===== config.mk =====
export PLATFORM = sky130hd
export DESIGN_NAME = sbsq_window
export DESIGN_NICKNAME = d
export VERILOG_FILES = /design/src/rtl/core/sbsq_pkg.sv /design/src/rtl/core/sbsq_window.sv
export SDC_FILE = /design/constraint.sdc
export NUM_CORES = 2
export LEC_CHECK = 0
export ABC_AREA = 1
export BUFFER_PORTS_ARGS = -buffer_cell sky130_fd_sc_hd__buf_2
export CAP_MARGIN = 20
export CORE_MARGIN = 2
export CORE_UTILIZATION = 65
export CTS_BUF_LIST = sky130_fd_sc_hd__clkbuf_8
export DETAILED_ROUTE_END_ITERATION = 12
export HOLD_SLACK_MARGIN = 0.1
export PLACE_DENSITY = 0.92
export SYNTH_ARGS = -nofsm -noshare
export SYNTH_HDL_FRONTEND = slang
export SYNTH_SLANG_ARGS = --single-unit

===== constraint.sdc =====
create_clock -name clk -period 17.5 [get_ports clk]
set_input_delay 3.5 -clock clk [delete_from_list [all_inputs] [get_ports clk]]
set_output_delay 3.5 -clock clk [all_outputs]
set_load 0.005 [all_outputs]

===== src/rtl/core/sbsq_pkg.sv =====
// Shared types and constants of the stereo blob sample qualifier.
package sbsq_pkg;

  localparam int COORD_W    = 8;
  localparam int CENTRE_W   = 9;
  localparam int CENTRE_MAX = 510;
  localparam int MEAN_W     = 11;
  localparam int SPREAD_W   = 11;
  localparam int TOL_W      = 11;
  localparam int COUNT_W    = 10;
  localparam int BOUNDS_W   = 32;
  localparam int SQ_W       = 2 * MEAN_W + 1;

  localparam int APB_DATA_W = 32;
  localparam int APB_ADDR_W = 5;
  localparam int REG_IDX_W  = 3;

  localparam logic [REG_IDX_W-1:0] REG_CAM_A_WINDOW    = 3'd0;
  localparam logic [REG_IDX_W-1:0] REG_CAM_B_WINDOW    = 3'd1;
  localparam logic [REG_IDX_W-1:0] REG_NOISE_TOLERANCE = 3'd2;
  localparam logic [REG_IDX_W-1:0] REG_MIN_STEP        = 3'd3;
  localparam logic [REG_IDX_W-1:0] REG_TARGET_COUNT    = 3'd4;

  localparam logic [BOUNDS_W-1:0] CAM_WINDOW_RESET    = 32'h8FB0_010C;
  localparam logic [TOL_W-1:0]    NOISE_TOL_RESET     = 11'd8;
  localparam logic [TOL_W-1:0]    MIN_STEP_RESET      = 11'd160;
  localparam logic [COUNT_W-1:0]  TARGET_COUNT_RESET  = 10'd32;

  typedef struct packed {
    logic               single_blobs;
    logic [COORD_W-1:0] a_left;
    logic [COORD_W-1:0] a_top;
    logic [COORD_W-1:0] a_right;
    logic [COORD_W-1:0] a_bottom;
    logic [COORD_W-1:0] b_left;
    logic [COORD_W-1:0] b_top;
    logic [COORD_W-1:0] b_right;
    logic [COORD_W-1:0] b_bottom;
  } frame_t;

  typedef struct packed {
    logic               accepted;
    logic [MEAN_W-1:0]  mean_a_x;
    logic [MEAN_W-1:0]  mean_a_y;
    logic [MEAN_W-1:0]  mean_b_x;
    logic [MEAN_W-1:0]  mean_b_y;
    logic [COUNT_W-1:0] sample_total;
    logic               capture_done;
  } result_t;

  // Box centre in half pixels: left+right, top+bottom.
  typedef struct packed {
    logic [CENTRE_W-1:0] x;
    logic [CENTRE_W-1:0] y;
  } centre_t;

  // Window stage to decision stage.
  typedef struct packed {
    logic                pushed;
    logic                full;
    logic [MEAN_W-1:0]   mean_a_x;
    logic [MEAN_W-1:0]   mean_a_y;
    logic [MEAN_W-1:0]   mean_b_x;
    logic [MEAN_W-1:0]   mean_b_y;
    logic [SPREAD_W-1:0] spread_a_x;
    logic [SPREAD_W-1:0] spread_a_y;
    logic [SPREAD_W-1:0] spread_b_x;
    logic [SPREAD_W-1:0] spread_b_y;
  } win_stat_t;

endpackage


===== src/rtl/core/sbsq_window.sv =====
// Centre windows of both cameras: push, fill count, means and spreads, one registered stage.
module sbsq_window #(
  parameter int DEPTH = 4
) (
  input  logic                             clk,
  input  logic                             rst,
  input  logic                             advance,
  input  logic                             done,
  input  sbsq_pkg::frame_t                 item,
  input  logic [sbsq_pkg::BOUNDS_W-1:0]    bounds_a,
  input  logic [sbsq_pkg::BOUNDS_W-1:0]    bounds_b,
  output sbsq_pkg::win_stat_t              stat
);

  localparam int FILL_W  = $clog2(DEPTH + 1);
  localparam int SUM_W   = $clog2(DEPTH * sbsq_pkg::CENTRE_MAX + 1);
  localparam int NUM_W   = $clog2(4 * DEPTH * sbsq_pkg::CENTRE_MAX + DEPTH / 2 + 1);
  localparam int SHIFT   = NUM_W + FILL_W;
  localparam int RECIP_W = SHIFT + 1;
  localparam int PROD_W  = NUM_W + RECIP_W;
  localparam int CW      = sbsq_pkg::CENTRE_W;
  localparam int MW      = sbsq_pkg::MEAN_W;
  localparam int SW      = sbsq_pkg::SPREAD_W;

  function automatic logic at_edge(input logic [sbsq_pkg::BOUNDS_W-1:0] b,
                                   input logic [sbsq_pkg::COORD_W-1:0] l,
                                   input logic [sbsq_pkg::COORD_W-1:0] t,
                                   input logic [sbsq_pkg::COORD_W-1:0] r,
                                   input logic [sbsq_pkg::COORD_W-1:0] bt);
    return (l <= b[7:0]) || (t <= b[15:8]) || (r >= b[23:16]) || (bt >= b[31:24]);
  endfunction

  sbsq_pkg::centre_t win_a [DEPTH];
  sbsq_pkg::centre_t win_b [DEPTH];
  sbsq_pkg::centre_t win_a_next [DEPTH];
  sbsq_pkg::centre_t win_b_next [DEPTH];
  sbsq_pkg::centre_t shift_a [DEPTH];
  sbsq_pkg::centre_t shift_b [DEPTH];
  sbsq_pkg::centre_t new_a, new_b;
  logic [FILL_W-1:0]  fill, fill_new;
  logic               full, push_en, clear;
  logic [RECIP_W-1:0] recip [2**FILL_W];
  logic [RECIP_W-1:0] recip_sel;
  logic [SUM_W-1:0]   sum_ax, sum_ay, sum_bx, sum_by;
  logic [CW-1:0]      lo_ax, lo_ay, lo_bx, lo_by, hi_ax, hi_ay, hi_bx, hi_by;
  logic [PROD_W-1:0]  prod_ax, prod_ay, prod_bx, prod_by;

  // Reciprocals ceil(2^SHIFT / n), exact for every numerator the window can give.
  for (genvar n = 0; n < 2**FILL_W; n++) begin : g_recip
    localparam longint unsigned DIV = (n == 0) ? 1 : n;
    localparam longint unsigned R =
      (n >= 1 && n <= DEPTH) ? (((64'd1 << SHIFT) + DIV - 1) / DIV) : 64'd0;
    assign recip[n] = RECIP_W'(R);
  end

  for (genvar i = 0; i < DEPTH; i++) begin : g_shift
    if (i < DEPTH - 1) begin : g_mid
      assign shift_a[i] = win_a[i+1];
      assign shift_b[i] = win_b[i+1];
    end else begin : g_last
      assign shift_a[i] = new_a;
      assign shift_b[i] = new_b;
    end
  end

  always_comb begin
    new_a.x = CW'(item.a_left) + CW'(item.a_right);
    new_a.y = CW'(item.a_top) + CW'(item.a_bottom);
    new_b.x = CW'(item.b_left) + CW'(item.b_right);
    new_b.y = CW'(item.b_top) + CW'(item.b_bottom);
    push_en = item.single_blobs && !done
              && !at_edge(bounds_a, item.a_left, item.a_top, item.a_right, item.a_bottom)
              && !at_edge(bounds_b, item.b_left, item.b_top, item.b_right, item.b_bottom);
    clear    = !item.single_blobs && !done;
    full     = (fill == FILL_W'(DEPTH));
    fill_new = full ? fill : fill + 1'b1;
    for (int i = 0; i < DEPTH; i++) begin
      if (full) begin
        win_a_next[i] = shift_a[i];
        win_b_next[i] = shift_b[i];
      end else begin
        win_a_next[i] = (fill == FILL_W'(i)) ? new_a : win_a[i];
        win_b_next[i] = (fill == FILL_W'(i)) ? new_b : win_b[i];
      end
    end
  end

  // Sums over the filled entries; extremes over all entries, used only when full.
  always_comb begin
    sum_ax = '0; sum_ay = '0; sum_bx = '0; sum_by = '0;
    lo_ax = '1; lo_ay = '1; lo_bx = '1; lo_by = '1;
    hi_ax = '0; hi_ay = '0; hi_bx = '0; hi_by = '0;
    for (int i = 0; i < DEPTH; i++) begin
      if (FILL_W'(i) < fill_new) begin
        sum_ax = sum_ax + SUM_W'(win_a_next[i].x);
        sum_ay = sum_ay + SUM_W'(win_a_next[i].y);
        sum_bx = sum_bx + SUM_W'(win_b_next[i].x);
        sum_by = sum_by + SUM_W'(win_b_next[i].y);
      end
      if (win_a_next[i].x < lo_ax) lo_ax = win_a_next[i].x;
      if (win_a_next[i].y < lo_ay) lo_ay = win_a_next[i].y;
      if (win_b_next[i].x < lo_bx) lo_bx = win_b_next[i].x;
      if (win_b_next[i].y < lo_by) lo_by = win_b_next[i].y;
      if (win_a_next[i].x > hi_ax) hi_ax = win_a_next[i].x;
      if (win_a_next[i].y > hi_ay) hi_ay = win_a_next[i].y;
      if (win_b_next[i].x > hi_bx) hi_bx = win_b_next[i].x;
      if (win_b_next[i].y > hi_by) hi_by = win_b_next[i].y;
    end
  end

  // Rounded mean: (4*sum + n/2) / n through the reciprocal table.
  always_comb begin
    recip_sel = recip[fill_new];
    prod_ax = PROD_W'(NUM_W'({sum_ax, 2'b00}) + NUM_W'(fill_new >> 1)) * PROD_W'(recip_sel);
    prod_ay = PROD_W'(NUM_W'({sum_ay, 2'b00}) + NUM_W'(fill_new >> 1)) * PROD_W'(recip_sel);
    prod_bx = PROD_W'(NUM_W'({sum_bx, 2'b00}) + NUM_W'(fill_new >> 1)) * PROD_W'(recip_sel);
    prod_by = PROD_W'(NUM_W'({sum_by, 2'b00}) + NUM_W'(fill_new >> 1)) * PROD_W'(recip_sel);
  end

  always_ff @(posedge clk) begin
    if (rst) begin
      fill <= '0;
    end else if (advance) begin
      if (push_en) begin
        fill <= fill_new;
      end else if (clear) begin
        fill <= '0;
      end
    end
  end

  always_ff @(posedge clk) begin
    if (advance && push_en) begin
      win_a <= win_a_next;
      win_b <= win_b_next;
    end
  end

  always_ff @(posedge clk) begin
    if (advance) begin
      stat.pushed     <= push_en;
      stat.full       <= (fill_new == FILL_W'(DEPTH));
      stat.mean_a_x   <= prod_ax[SHIFT +: MW];
      stat.mean_a_y   <= prod_ay[SHIFT +: MW];
      stat.mean_b_x   <= prod_bx[SHIFT +: MW];
      stat.mean_b_y   <= prod_by[SHIFT +: MW];
      stat.spread_a_x <= SW'({hi_ax - lo_ax, 2'b00});
      stat.spread_a_y <= SW'({hi_ay - lo_ay, 2'b00});
      stat.spread_b_x <= SW'({hi_bx - lo_bx, 2'b00});
      stat.spread_b_y <= SW'({hi_by - lo_by, 2'b00});
    end
  end

  a_fill_bound: assert property (@(posedge clk) disable iff (rst)
    fill <= FILL_W'(DEPTH))
    else $error("window fill beyond depth");

  a_clear_empties: assert property (@(posedge clk) disable iff (rst)
    advance && clear |=> fill == '0)
    else $error("multi-blob frame did not empty the windows");

  a_push_grows: assert property (@(posedge clk) disable iff (rst)
    advance && push_en && !full |=> fill == $past(fill) + 1'b1)
    else $error("push into a partial window did not grow the fill");

endmodule


==> run metrics <==
FF-to-FF path depth=66; worst r2r src=fill[0]; global placement routability congestion=0.984; CP max FO=6; fin area=44,200 µm²; Arrival @ worst endpoint=14.60 ns; clk_lat worst skew=0.68 ns; library cells used by synthesis=72; Hold Violations, Final=0; Overall Global Routing Usage=36.5%; Synth async-reset ratio=0%; Finished Layout Cells=6,359; FILL cells=4,570; Setup TNS=0 ns; # resized after CTS=0; initial antenna violation count=6; CTS tree=built; total CTS buffers=46; biggest area consumer among synthesized cells=ha_1; Post-Syn Area per Cell=7.85 µm²; critical path class=primary input to flop; routed len/inst=18.6 µm; antenna violation net count after detailed routing=0; setup violators final=0; Leakage=24.0 nW; Pwr Density=61.1 nW/µm²; total stage count of the critical path=61; register area=6850 µm²; register area share after synthesis=16.7%; critical path launch point=item[0]; Buf+Inv Stages, Crit Path=17; Startpoint Class=primary input; hold buffer count at CTS=0; Via Count=37,500; Post-Syn Area=41,000 µm²; XOR/XNOR share of the synthesized area=3.13%; DRC=0; Critical Path Sink=stat[50]; main combinational cell family by area after synthesis=adder cells; Top cell by count, worst path=inv_1; clk buf depth=3; FF-to-FF setup slack=4.04 ns; nets=6,725; pre-CTS WS=2.78 ns; CTS H-tree lvls=2; Yosys reg bits=229; Final WS setup=3.32 ns; slowest CP cell=fa_1; Hold Path Class=flop to flop; Post-Synth Adder-Cell Area=39.4%; placed insts=6,271; Final period util=81.1%; max cap viols=0; initial DRC count=3,969; compound-gate portion of the synthesized area=13.9%; Clock Tree Root=clkbuf_8; r2r endpoint=stat[50]; Syn. warnings=0; Worst Tran Pin Value=1.13 ns; fin crit period=14.18 ns; post-synthesis mux area share=0.0244%; Worst Path Required=17.92 ns; Synth area leaders=ha_1, edfxtp_1, fa_1; Worst path max stage delay=0.61 ns; top cells by count, synth=inv_1, nand2_1, ha_1, nor2_1, o21ai_0; placed instance area=43,300 µm²; Worst Skew=0.0447 ns; largest net degree at the start of global routing=83; Die Span Y=255 µm; Yosys top cell area share=25.1%; starting density of the core=65.4%; Worst-path clk slew=0.06 ns; Via density=5.90; Mapped Cells=5,223; number of global-route vias before repair=36,800; Finished Core Util=70.5%; chip width=255 µm; crit end category=flop; I/O Buffers=214; clk sink count=229; multi-input logic area=30,000 µm²; drt first pass iters=6; first-pass GRT wire length=188 mm; Final Max Tran Viols=0; area growth from synthesis to layout=7.81%; DIE AREA=65,100 µm²; maximum VDD drop=0.0518 mV; top_reg_cell synth=edfxtp_1; Synth Area in Simple Gates=16.3%; Post-CTS Setup Bufs=0; Site Rows=92; critical path's top delay family=adder cells; status=finished, final reports clean; gr ovfl total=0; RSZ-0062 raised after global routing=no; Post-synth EDFFs=226; Final HPWL DP=94.4 mm; WL final=118 mm; fmax=0.0705 GHz; layout cells sized above 1=8.83%; Slew HR=23.5%; core area=62,700 µm²; Ports=223
==> cell usage in the layout (no fill, tap or decap), types with 8 or more instances in the layout <==
| cell type | n |
|---|---|
| inv_1 | 994 |
| nand2_1 | 986 |
| ha_1 | 824 |
| nor2_1 | 348 |
| o21ai_0 | 337 |
| fa_1 | 292 |
| a21oi_1 | 291 |
| edfxtp_1 | 226 |
| buf_2 | 216 |
| nand3_1 | 133 |
| xor2_1 | 93 |
| o21ai_1 | 76 |
| buf_4 | 72 |
| xnor2_1 | 50 |
| clkbuf_8 | 46 |
| nand4_1 | 37 |
| a211oi_1 | 36 |
| conb_1 | 32 |
| o22ai_1 | 28 |
| inv_2 | 27 |
| nor3_1 | 25 |
| a31oi_1 | 25 |
| nand2_2 | 24 |
| or2_2 | 22 |
| o21a_1 | 22 |
| o211ai_1 | 20 |
| o21bai_1 | 18 |
| o221ai_1 | 16 |
| clkinv_1 | 14 |
| o21ai_2 | 13 |
| a21o_1 | 11 |
| nand3b_1 | 10 |
| o31ai_1 | 9 |
| a221oi_1 | 9 |
| clkinv_2 | 9 |
| nor2_2 | 8 |
| o22a_1 | 8 |
==> per-stage QoR <==
step / power (mW) / hold WS (ns)
global placement: 2.02 / 0.511
finish: 2.70 / 0.522
floorplan: 1.71 / 0.472
global route: 2.91 / 0.565
detailed placement: 2.08 / 0.512
CTS: 2.67 / 0.521
==> power breakdown <==
| part | total [mW] | switching (mW) | internal [mW] |
|---|---|---|---|
| combinational | 1.41 | 0.884 | 0.523 |
| sequential | 0.716 | 0.0191 | 0.697 |
| clock | 0.577 | 0.286 | 0.291 |
==> flip-flops by register name, indices dropped and copies added (netlist names) <==
register,flops
fill,3
shift_a,54
shift_b,54
stat,82
win_a,18
win_b,18
==> layer usage <==
layer  global-route usage (%)  part of all wire (%)
met5                        0                     0
met4                     20.1                   5.9
met3                     7.57                    12
met2                     57.1                    44
met1                     47.4                    39
==> area by class of cell <==
type	count	share of cell area, %
diodes	6	0.0340
multi-input cells	3892	67.8
clock inverters	33	0.540
well taps	846	2.39
inverters	1019	8.65
repair buffers	288	3.67
flip-flops and latches	229	15.5
clock buffers	46	1.43
==> cells by family after synthesis <==
group	after synthesis
AOI/OAI and AO/OA	977
xor gates and xnor gates	145
adders and majority gates	1116
buffers and inverters	1132
DFF	229
muxes	1
other	2
and+or+nand+nor	1621
==> worst min-delay path: stages (launching register included) <==
cell and delay, ns:
dfxtp_1 0.35, nand2_1 0.08, a21oi_1 0.05
==> worst min path at each step <==
| stage | slack, ns | cells after the start | endpoint | from |
|---|---|---|---|---|
| after detailed placement | 0.51 | 2 | fill[2] | fill[2] |
| after CTS | 0.52 | 2 | fill[2] | fill[2] |
| final | 0.52 | 2 | fill[2] | fill[2] |
| after global routing | 0.56 | 2 | fill[2] | fill[2] |
| after global placement | 0.51 | 2 | fill[2] | fill[2] |
| after floorplan | 0.47 | 2 | fill[2] | fill[2] |
Power figures use the tool's default switching activity.
